File: src/rtl/utf8_validating_decoder_core_assert.svh
// Assertion macros for the UTF-8 validating decoder core.
// Included by the decoder top level, which checks its own logic; needs nothing else.
`ifndef UTF8_VALIDATING_DECODER_CORE_ASSERT_SVH
`define UTF8_VALIDATING_DECODER_CORE_ASSERT_SVH

// Same-cycle implication, disabled during reset.
`define UTF8VD_ASSERT_IMP(label, clk, rst, ante, cons, msg) \
   label: assert property (@(posedge clk) disable iff (rst) (ante) |-> (cons)) \
      else $error(msg);

// Next-cycle implication, disabled during reset.
`define UTF8VD_ASSERT_NXT(label, clk, rst, ante, cons, msg) \
   label: assert property (@(posedge clk) disable iff (rst) (ante) |=> (cons)) \
      else $error(msg);

`endif

File: src/rtl/utf8vd_pkg.sv
// Types and constants of the UTF-8 validating decoder.
// No dependencies; used by the interfaces, the decode step and the top level.
package utf8vd_pkg;

   localparam int BYTE_W = 8;
   localparam int CP_W   = 20;

   localparam logic [CP_W-1:0]   REPL_CP     = 20'h0FFFD;

   localparam logic [BYTE_W-1:0] CTRL_LIMIT  = 8'h20;
   localparam logic [BYTE_W-1:0] CHAR_TAB    = 8'h09;
   localparam logic [BYTE_W-1:0] CHAR_LF     = 8'h0A;
   localparam logic [BYTE_W-1:0] CHAR_CR     = 8'h0D;
   localparam logic [BYTE_W-1:0] ASCII_LIMIT = 8'h80;
   localparam logic [BYTE_W-1:0] LEAD_MIN    = 8'hC0;
   localparam logic [BYTE_W-1:0] LEAD2_MIN   = 8'hC2;
   localparam logic [BYTE_W-1:0] LEAD3_MIN   = 8'hE0;
   localparam logic [BYTE_W-1:0] LEAD4_MIN   = 8'hF0;
   localparam logic [BYTE_W-1:0] LEAD4_MAX   = 8'hF3;
   localparam logic [BYTE_W-1:0] CONT_MIN    = 8'h80;
   localparam logic [BYTE_W-1:0] CONT_MIN_E0 = 8'hA0;
   localparam logic [BYTE_W-1:0] CONT_MIN_F0 = 8'h90;
   localparam logic [BYTE_W-1:0] CONT_MAX    = 8'hBF;

   typedef struct packed {
      logic [1:0]        bytes_remaining;
      logic [BYTE_W-1:0] lead_byte;
      logic [CP_W-1:0]   group_accum;
      logic              group_ok;
      logic [1:0]        byte_position;
   } utf8vd_state_type;

   typedef struct packed {
      logic            emit;
      logic [CP_W-1:0] code_point;
      logic            was_replaced;
      logic            last_of_string;
   } utf8vd_result_type;

   localparam utf8vd_state_type STATE_CLEAR = '0;

endpackage

File: src/rtl/utf8vd_req_if.sv
// Input channel of the UTF-8 decoder: one byte per beat plus end-of-string flag.
// Depends on utf8vd_pkg for field widths.
interface utf8vd_req_if;
   import utf8vd_pkg::*;

   logic              valid;
   logic              ready;
   logic [BYTE_W-1:0] byte_in;
   logic              end_of_string;

   modport source (output valid, output byte_in, output end_of_string, input ready);
   modport sink   (input valid, input byte_in, input end_of_string, output ready);

endinterface

File: src/rtl/utf8vd_rsp_if.sv
// Result channel of the UTF-8 decoder: one code point per beat.
// Depends on utf8vd_pkg for field widths.
interface utf8vd_rsp_if;
   import utf8vd_pkg::*;

   logic            valid;
   logic            ready;
   logic [CP_W-1:0] code_point;
   logic            was_replaced;
   logic            last_of_string;

   modport source (output valid, output code_point, output was_replaced,
                   output last_of_string, input ready);
   modport sink   (input valid, input code_point, input was_replaced,
                   input last_of_string, output ready);

endinterface

File: src/rtl/utf8vd_step.sv
// Combinational decode step: current group state and one byte in,
// next group state and an optional result out. Depends on utf8vd_pkg.
module utf8vd_step (
   input  utf8vd_pkg::utf8vd_state_type  cur_state,
   input  logic [7:0]                    byte_in,
   input  logic                          end_of_string,
   output utf8vd_pkg::utf8vd_state_type  nxt_state,
   output utf8vd_pkg::utf8vd_result_type result
);
   import utf8vd_pkg::*;

   logic              ascii_ok;
   logic [BYTE_W-1:0] cont_lo;
   logic              cont_ok;
   logic [CP_W-1:0]   accum_shift;
   logic [1:0]        remaining_dec;

   always_comb begin
      ascii_ok = (byte_in == CHAR_TAB) || (byte_in == CHAR_LF) ||
                 (byte_in == CHAR_CR) || (byte_in >= CTRL_LIMIT);

      // second byte after E0 or F0 has a raised floor to reject overlongs
      cont_lo = CONT_MIN;
      if (cur_state.byte_position == 2'd1) begin
         if (cur_state.lead_byte == LEAD4_MIN) begin
            cont_lo = CONT_MIN_F0;
         end else if (cur_state.lead_byte == LEAD3_MIN) begin
            cont_lo = CONT_MIN_E0;
         end
      end
      cont_ok       = (byte_in >= cont_lo) && (byte_in <= CONT_MAX);
      accum_shift   = {cur_state.group_accum[CP_W-7:0], byte_in[5:0]};
      remaining_dec = cur_state.bytes_remaining - 2'd1;

      nxt_state             = cur_state;
      result.emit           = 1'b0;
      result.code_point     = REPL_CP;
      result.was_replaced   = 1'b1;
      result.last_of_string = end_of_string;

      if (cur_state.bytes_remaining == 2'd0) begin
         if (byte_in < ASCII_LIMIT) begin
            result.emit         = 1'b1;
            result.code_point   = ascii_ok ? {12'd0, byte_in} : REPL_CP;
            result.was_replaced = !ascii_ok;
            if (end_of_string) begin
               nxt_state = STATE_CLEAR;
            end
         end else if (byte_in < LEAD_MIN) begin
            // bare continuation byte
            result.emit = 1'b1;
            if (end_of_string) begin
               nxt_state = STATE_CLEAR;
            end
         end else begin
            nxt_state.lead_byte     = byte_in;
            nxt_state.byte_position = 2'd1;
            if (byte_in >= LEAD4_MIN) begin
               nxt_state.bytes_remaining = 2'd3;
               nxt_state.group_ok        = (byte_in <= LEAD4_MAX);
               nxt_state.group_accum     = {16'd0, byte_in[3:0]};
            end else if (byte_in >= LEAD3_MIN) begin
               nxt_state.bytes_remaining = 2'd2;
               nxt_state.group_ok        = 1'b1;
               nxt_state.group_accum     = {15'd0, byte_in[4:0]};
            end else begin
               nxt_state.bytes_remaining = 2'd1;
               nxt_state.group_ok        = (byte_in >= LEAD2_MIN);
               nxt_state.group_accum     = {14'd0, byte_in[5:0]};
            end
            // lead byte at end of string: group cut short
            if (end_of_string) begin
               nxt_state   = STATE_CLEAR;
               result.emit = 1'b1;
            end
         end
      end else begin
         nxt_state.group_ok        = cur_state.group_ok && cont_ok;
         nxt_state.group_accum     = accum_shift;
         nxt_state.bytes_remaining = remaining_dec;
         nxt_state.byte_position   = cur_state.byte_position + 2'd1;
         if (remaining_dec == 2'd0) begin
            result.emit         = 1'b1;
            result.code_point   = nxt_state.group_ok ? accum_shift : REPL_CP;
            result.was_replaced = !nxt_state.group_ok;
            nxt_state           = STATE_CLEAR;
         end else if (end_of_string) begin
            result.emit = 1'b1;
            nxt_state   = STATE_CLEAR;
         end
      end
   end

endmodule

File: src/rtl/utf8_validating_decoder_core.sv
// UTF-8 validating decoder, top level: input register, group state, result register.
// Depends on utf8vd_pkg, utf8vd_req_if, utf8vd_rsp_if, utf8vd_step and the assert header.
//
// Usage:
//   req_ch carries one raw UTF-8 byte per beat with end_of_string set on the
//   final byte of a string. rsp_ch carries one code point per finished group
//   (single byte, or lead plus its continuation bytes); bytes inside a group
//   give no beat. Errors give U+FFFD with was_replaced set; last_of_string
//   marks the beat caused by the final byte, which also closes any open group.
//   Path: an accepted byte passes the input register, then the result register,
//   before its beat can show on rsp_ch.valid; a held-off rsp_ch can keep it in
//   the input register.
//   Throughput: one byte per cycle while rsp_ch is not held off; the decode step
//   is a single compare-and-shift pass between the input and result registers.
//   Stall: while rsp_ch is held off, the result register holds its beat and
//   the input register takes one more byte if it is empty, then req_ch.ready drops.
//   Reset: synchronous, active high; empties both registers and closes any
//   open group, so the next byte starts a new string.
`include "utf8_validating_decoder_core_assert.svh"

module utf8_validating_decoder_core (
   input  logic          clock,
   input  logic          reset,
   utf8vd_req_if.sink    req_ch,
   utf8vd_rsp_if.source  rsp_ch
);
   import utf8vd_pkg::*;

   logic              in_valid_ff, in_valid_in;
   logic [BYTE_W-1:0] in_byte_ff;
   logic              in_eos_ff;
   utf8vd_state_type  state_ff, state_in;
   logic              rsp_valid_ff, rsp_valid_in;
   logic [CP_W-1:0]   rsp_cp_ff;
   logic              rsp_repl_ff;
   logic              rsp_last_ff;

   utf8vd_state_type  step_state;
   utf8vd_result_type step_result;
   logic              out_free;
   logic              step_fire;
   logic              req_take;

   logic              rsp_repl_beat;
   logic              rsp_cp_repl;
   logic              rsp_ctrl_beat;
   logic              rsp_ws_cp;
   logic              eos_step;
   logic              group_idle;
   logic              group_open;
   logic              lead_seen;

   utf8vd_step u_step (
      .cur_state     (state_ff),
      .byte_in       (in_byte_ff),
      .end_of_string (in_eos_ff),
      .nxt_state     (step_state),
      .result        (step_result)
   );

   always_comb begin
      out_free     = !rsp_valid_ff || rsp_ch.ready;
      step_fire    = in_valid_ff && out_free;
      req_take     = req_ch.valid && req_ch.ready;
      in_valid_in  = req_take || (in_valid_ff && !step_fire);
      state_in     = step_fire ? step_state : state_ff;
      // hold the result beat until taken, replace it when the next one lands
      rsp_valid_in = step_fire ? step_result.emit : (rsp_valid_ff && !rsp_ch.ready);
   end

   assign req_ch.ready          = !in_valid_ff || step_fire;
   assign rsp_ch.valid          = rsp_valid_ff;
   assign rsp_ch.code_point     = rsp_cp_ff;
   assign rsp_ch.was_replaced   = rsp_repl_ff;
   assign rsp_ch.last_of_string = rsp_last_ff;

   always_ff @(posedge clock) begin
      if (reset) begin
         in_valid_ff  <= 1'b0;
         rsp_valid_ff <= 1'b0;
         state_ff     <= STATE_CLEAR;
      end else begin
         in_valid_ff  <= in_valid_in;
         rsp_valid_ff <= rsp_valid_in;
         state_ff     <= state_in;
      end
   end

   always_ff @(posedge clock) begin
      if (req_take) begin
         in_byte_ff <= req_ch.byte_in;
         in_eos_ff  <= req_ch.end_of_string;
      end
      if (step_fire && step_result.emit) begin
         rsp_cp_ff   <= step_result.code_point;
         rsp_repl_ff <= step_result.was_replaced;
         rsp_last_ff <= step_result.last_of_string;
      end
   end

   always_comb begin
      rsp_repl_beat = rsp_valid_ff && rsp_repl_ff;
      rsp_cp_repl   = (rsp_cp_ff == REPL_CP);
      rsp_ctrl_beat = rsp_valid_ff && !rsp_repl_ff && (rsp_cp_ff < {12'd0, CTRL_LIMIT});
      rsp_ws_cp     = (rsp_cp_ff == {12'd0, CHAR_TAB}) || (rsp_cp_ff == {12'd0, CHAR_LF}) ||
                      (rsp_cp_ff == {12'd0, CHAR_CR});
      eos_step      = step_fire && in_eos_ff;
      group_idle    = (state_ff.bytes_remaining == 2'd0) && (state_ff.byte_position == 2'd0);
      group_open    = (state_ff.bytes_remaining != 2'd0);
      lead_seen     = (state_ff.lead_byte >= LEAD_MIN);
   end

   `UTF8VD_ASSERT_IMP(a_repl_value, clock, reset, rsp_repl_beat, rsp_cp_repl, "bad replacement")
   `UTF8VD_ASSERT_IMP(a_no_ctrl_pass, clock, reset, rsp_ctrl_beat, rsp_ws_cp, "control passed")
   `UTF8VD_ASSERT_NXT(a_eos_closes, clock, reset, eos_step, group_idle, "group open after end")
   `UTF8VD_ASSERT_IMP(a_open_has_lead, clock, reset, group_open, lead_seen, "open group, no lead")

endmodule

File: src/flat_wrapper.sv
// flat-port wrapper written by rule: the top's interface ports become plain ports
module utf8_validating_decoder_core_flat import utf8vd_pkg::*;
  (clock, reset, req_ch_valid, req_ch_byte_in, req_ch_end_of_string, req_ch_ready, rsp_ch_valid, rsp_ch_code_point, rsp_ch_was_replaced, rsp_ch_last_of_string, rsp_ch_ready);
  utf8vd_req_if req_ch_i ();
  utf8vd_rsp_if rsp_ch_i ();
  input  logic clock;
  input  logic reset;
  input wire logic [$bits(req_ch_i.valid)-1:0] req_ch_valid;
  input wire logic [$bits(req_ch_i.byte_in)-1:0] req_ch_byte_in;
  input wire logic [$bits(req_ch_i.end_of_string)-1:0] req_ch_end_of_string;
  output wire logic [$bits(req_ch_i.ready)-1:0] req_ch_ready;
  output wire logic [$bits(rsp_ch_i.valid)-1:0] rsp_ch_valid;
  output wire logic [$bits(rsp_ch_i.code_point)-1:0] rsp_ch_code_point;
  output wire logic [$bits(rsp_ch_i.was_replaced)-1:0] rsp_ch_was_replaced;
  output wire logic [$bits(rsp_ch_i.last_of_string)-1:0] rsp_ch_last_of_string;
  input wire logic [$bits(rsp_ch_i.ready)-1:0] rsp_ch_ready;
  assign req_ch_i.valid = req_ch_valid;
  assign req_ch_i.byte_in = req_ch_byte_in;
  assign req_ch_i.end_of_string = req_ch_end_of_string;
  assign req_ch_ready = req_ch_i.ready;
  assign rsp_ch_valid = rsp_ch_i.valid;
  assign rsp_ch_code_point = rsp_ch_i.code_point;
  assign rsp_ch_was_replaced = rsp_ch_i.was_replaced;
  assign rsp_ch_last_of_string = rsp_ch_i.last_of_string;
  assign rsp_ch_i.ready = rsp_ch_ready;
  utf8_validating_decoder_core u_core (.clock(clock), .reset(reset), .req_ch(req_ch_i), .rsp_ch(rsp_ch_i));
endmodule
File: config.mk
export PLATFORM = sky130hd
export DESIGN_NAME = utf8_validating_decoder_core_flat
export DESIGN_NICKNAME = d
export VERILOG_FILES = /design/src/rtl/utf8vd_pkg.sv /design/src/rtl/utf8vd_req_if.sv /design/src/rtl/utf8vd_rsp_if.sv /design/src/rtl/utf8vd_step.sv /design/src/rtl/utf8_validating_decoder_core.sv /design/src/flat_wrapper.sv
export VERILOG_INCLUDE_DIRS = /design/src /design/src/rtl
export SDC_FILE = /design/constraint.sdc
export NUM_CORES = 1
export LEC_CHECK = 0
export BUFFER_PORTS_ARGS = -buffer_cell sky130_fd_sc_hd__buf_2
export CAP_MARGIN = 25
export CORE_MARGIN = 4
export CORE_UTILIZATION = 50
export DETAILED_ROUTE_END_ITERATION = 10
export HOLD_SLACK_MARGIN = 0.03
export PLACE_DENSITY = 0.72
export SLEW_MARGIN = 5
export SYNTH_ARGS = -nofsm -noshare
export SYNTH_HDL_FRONTEND = slang
export SYNTH_HIERARCHICAL = 1
export SYNTH_SLANG_ARGS = --single-unit
File: constraint.sdc
create_clock -name clock -period 2.75 [get_ports clock]
set_input_delay 0 -clock clock [delete_from_list [all_inputs] [get_ports clock]]
set_output_delay 0 -clock clock [all_outputs]
set_load 0.05 [all_outputs]
# == Yosys cells after proc, flatten, opt, wreduce, memory -nomap -nowiden ==
# Cells that the tools add are included.
# op_classes
add_sub_neg,2
magnitude_cmp,9
n_eq_ne,6
muxes,24
reduce_logical,23
# ops
op,count
$mux 33,7
$eq 8x4->1 const B,3
$ge 8x8->1 const B,3
$mux 22,1
$mux 21,1
$mux 20,1
$mux 6,3
$mux 17,1
$eq 8x8->1 const B,2
$le 8x8->1 const B,2
$lt 8x8->1 const B,2
$mux 16,1
$mux 7,2
$ge 8x6->1 const B,1
$ge 8x8->1,1
$logic_and 1x1->1,7
$logic_not 1->1,6
$logic_or 1x1->1,6
$mux 1,5
$logic_not 2->1,2
$mux 2,2
$reduce_bool 3->1,1
$add 2x1->2 const B,1
$eq 2x1->1 const B,1
2 further kinds,2
# totals
reg_bits,66

# == Longest topological paths before layout ==
# depth
depth_word,11
depth_mapped,12
depth_no_buf,12

# == Hierarchy ==
# Netlist, hierarchy kept.
# modules_own_cells
module,instances,cells_each,area_each_um2,seq_area_each_um2
utf8_validating_decoder_core,1,186,2531.2,1631.6
utf8vd_step,1,143,877.1,0.0

# == Worst setup path before layout ==
# Ideal clock, no wire load.
# synth_path
path_kind,register to register
startpoint,register u_core/state_ff[31] (netlist name)
endpoint,"register u_core.rsp_cp_ff[0], in the netlist u_core/rsp_ch.code_point[0], enable pin"
setup_time_ps,401
t_arrival_ps,2179
t_required_ps,2349
setup_slack_ps,170
stages_incl_launch_ff,10
path_buffers,1
path_cell_list,dfxtp_1 > inv_1 > ha_1 > buf_2 > nand2b_1 > or2_2 > nand2_1 > inv_1 > nand2_1 > nor2_1
# synth_rtl
item,line_no,source
"start, declared",utf8_validating_decoder_core.sv:32,"utf8vd_state_type state_ff, state_in;"
"start signal, assigned",utf8_validating_decoder_core.sv:85,state_ff <= state_in;
"end signal, assigned",utf8_validating_decoder_core.sv:95,rsp_cp_ff <= step_result.code_point;
"end, declared",utf8_validating_decoder_core.sv:34,logic [CP_W-1:0] rsp_cp_ff;

==> results summary <==
The run finished with clean final reports. The startpoint class of the critical path is a flip-flop. The sum of net half-perimeters after detailed placement came out at 4050 um.

The via count is 2240. IR analysis of the VDD net gives a maximum drop of 0.399 mV. The critical-path cell with the highest stage delay is dfxtp_1. In the final routed layout, each cell accounts on average for 14.9 um.

The total negative slack is 0 ps. The maximum cell stage delay along the critical path is 370 ps. The portion of total power attributed to sequential cells came out at 49.7%.

In this run the mean area of a mapped cell was 10.4 um2. From synthesis to final layout, the design area changed by 16.3%. The required time of the critical path came out at 2830 ps.

The internal cell power is 0.00148 W. The clock tree root buffer cell is clkbuf_8. Setup repair after global routing left no endpoint under its margin. The clock sink total came out at 60. In this run the most critical hold path is launched from reset. The H-tree was split into 3 levels. The total of buffers placed on input and output ports came out at 36.

The cell family contributing the most delay on the critical path is compound AO/OA/AOI/OAI gates. The number of failing hold endpoints at the final stage came out at 0. The worst path needs 2480 ps of the cycle, external delays included. The total overflow left after global routing is 0.

The type of element capturing the critical path is a flip-flop. Synthesis handed over a netlist of 297 instances. After filler insertion, the fill cell instance count of the layout stands at 533. The yosys synthesis warning count is 6.

Combinational cells account for 11.8% of the total power. The arrival time at the worst endpoint is 2560 ps. Counting the buffers created by CTS gives 9.

The endpoint identified for the worst register-to-register timing path is u_core/rsp_ch.code_point[4]$_DFFE_PP_. 0 antenna diodes ended up in the layout. The startpoint identified for the worst register-to-register timing path is u_core/state_ff[0]$_SDFFE_PP0P_. The die height is 86.7 um. The area of the core came out at 5960 um2.

For the worst flop-to-flop path, the logic depth is 10. The first-pass GRT wire length came out at 10600 um. The number of antenna violations at the first check in global routing came to 0. The worst-case clock buffer depth is 2. The starting DRC count in detailed routing is 123.

The global-route usage over all layers is 18.4%. The via count of the first global-routing pass came out at 2231. In the routed design, unresolved DRC markers number 0. The number of buffers and inverters on the critical path is 1. The ratio of total power to cell area is 556 nW/um2. The initial standard-cell utilization of the core came out at 52.1%. Net switching is 26.1% of the power. The number of nets with antenna violations after detailed routing came out at 0. The measured slew at the worst slew-check pin came out at 725 ps.

The number of I/O pins is 37. The critical path is of the reg2reg type. The clock latency reported for the late side of the worst-skew pair came out at 350 ps. The width of the chip is 86.7 um.

The placed instances occupy a cell area of 3290 um2. Entering global routing, the biggest net connects 57 pins. The final weighted congestion in routability-driven placement is 0.835. Timing would allow up to 403 MHz. Traced cell by cell, the critical path runs through ha_1 > nand2b_1 > nor4_1 > nand2b_1 > ha_1 > nor2b_1 > o21ai_0 > a2111oi_4 > buf_6 > o21ai_0. Once layout is done, the placed cells without fillers occupy 3600 um2.

The number of pins with negative max-slew slack in the final report is 0. In this run, the clock network consumes 38.4% of the power. Summed over all cells, the static leakage comes to 1.28 nW. After clock tree synthesis, the clock-pin slew on the worst setup and hold paths is 60 ps. The switching power of the nets is 0.000524 W.

The worst hold path passes through 2 cells. In this run the core area contains 28 standard-cell rows. In this run the tightest slew margin relative to its limit is 51.2%.

Across all hold checks on the routed design, the worst slack comes to 208 ps. Before antenna repair, the detailed router went through 4 iterations. The final layout contains 360 nets. The worst hold path belongs to the class in2reg. The max-capacitance violation count came out at 0. The mapped netlist covers 3100 um2. In the layout the commonest cells are nand2b_1 (57), buf_2 (36), edfxtp_1 (31). The worst-case clock skew is 8.95 ps. The total length of routed wires came out at 6270 um. The final period utilization is 90.3%.

The number of setup buffers added after CTS is 0. The post-synthesis net count came out at 315. For hold timing, the worst endpoint is u_core/rsp_ch.valid$_SDFF_PP0_.

The largest driver fanout on the critical path came out at 21. Cells with a size suffix above 1 make up 18.7% of the layout. The via-per-instance ratio is 5.31.

The total of endpoints with negative setup slack in the final report is 0. TritonCTS built the clock tree. The worst setup slack for register-to-register paths is 270 ps. The commonest non-fill, non-tap cell in the layout is nand2b_1. The total die area came out at 7520 um2.
[cell type report]
type | count | area, um2 | share of cell area (%)
well taps | 75 | 93.8 | 2.60
inverters | 17 | 63.8 | 1.77
clock inverters | 6 | 65.1 | 1.80
flip-flops and latches | 60 | 1510 | 41.9
clock buffers | 10 | 128 | 3.54
multi-input cells | 198 | 1370 | 37.9
repair buffers | 56 | 377 | 10.4
[power by group through the flow]
stage	clock, W	combinational (W)	sequential, W
2_1_floorplan	0	0.000127	0.00107
3_3_place_gp	0	0.000221	0.00102
3_5_place_dp	0	0.000225	0.00102
4_1_cts	0.000791	0.000238	0.000998
5_1_grt	0.000831	0.000255	0.00100
6_report	0.000771	0.000237	0.000997
[registers in the layout (all words and copies together), names as in the netlist]
signal                        cells
u_core/in_byte_ff                 8
u_core/state_ff                  27
u_core/in_valid_ff                1
u_core/rsp_ch.valid               1
u_core/rsp_ch.last_of_string      1
u_core/rsp_ch.code_point         20
u_core/rsp_ch.was_replaced        1
u_core/in_eos_ff                  1
[what timing repair did]
item | in CTS | in global routing
hold buffers | 12 | 0
gates resized for setup | 0 | 1
endpoints found under the setup margin | 0 | 5
endpoints found under the hold margin | 11 | 0
[metrics by stage]
step,util (%),setup slack [ps],std cells,power [W]
2_1_floorplan,-,170,297,0.00119
3_3_place_gp,55.2,327,394,0.00124
3_5_place_dp,55.2,270,394,0.00124
4_1_cts,60.5,248,422,0.00203
5_1_grt,60.5,53.7,422,0.00209
6_report,60.5,266,422,0.00201
[worst max-delay path by stage]
stage | cells past startpoint | slack [ps] | from | end
6_report | 10 | 270 | u_core/state_ff[0]$_SDFFE_PP0P_ | u_core/rsp_ch.code_point[4]$_DFFE_PP_
5_1_grt | 10 | 50 | u_core/state_ff[0]$_SDFFE_PP0P_ | u_core/rsp_ch.code_point[13]$_DFFE_PP_
4_1_cts | 10 | 250 | u_core/state_ff[0]$_SDFFE_PP0P_ | u_core/rsp_ch.code_point[4]$_DFFE_PP_
3_5_place_dp | 10 | 270 | u_core/state_ff[0]$_SDFFE_PP0P_ | u_core/rsp_ch.code_point[4]$_DFFE_PP_
3_3_place_gp | 10 | 330 | u_core/state_ff[0]$_SDFFE_PP0P_ | u_core/rsp_ch.code_point[1]$_DFFE_PP_
2_1_floorplan | 9 | 170 | u_core/state_ff[31]$_SDFFE_PP0P_ | u_core/rsp_ch.code_point[0]$_DFFE_PP_
[metal layers]
layer  global-route usage [%]  vias to the layer above  routed length [um]
li1                         -                     1119                   -
met1                     22.0                     1055                2810
met2                     30.8                       54                3070
met3                     5.89                       12                 289
met4                     6.66                        0                 102
met5                        0                        -                   0
No activity file was read; power rests on OpenSTA's default activity.
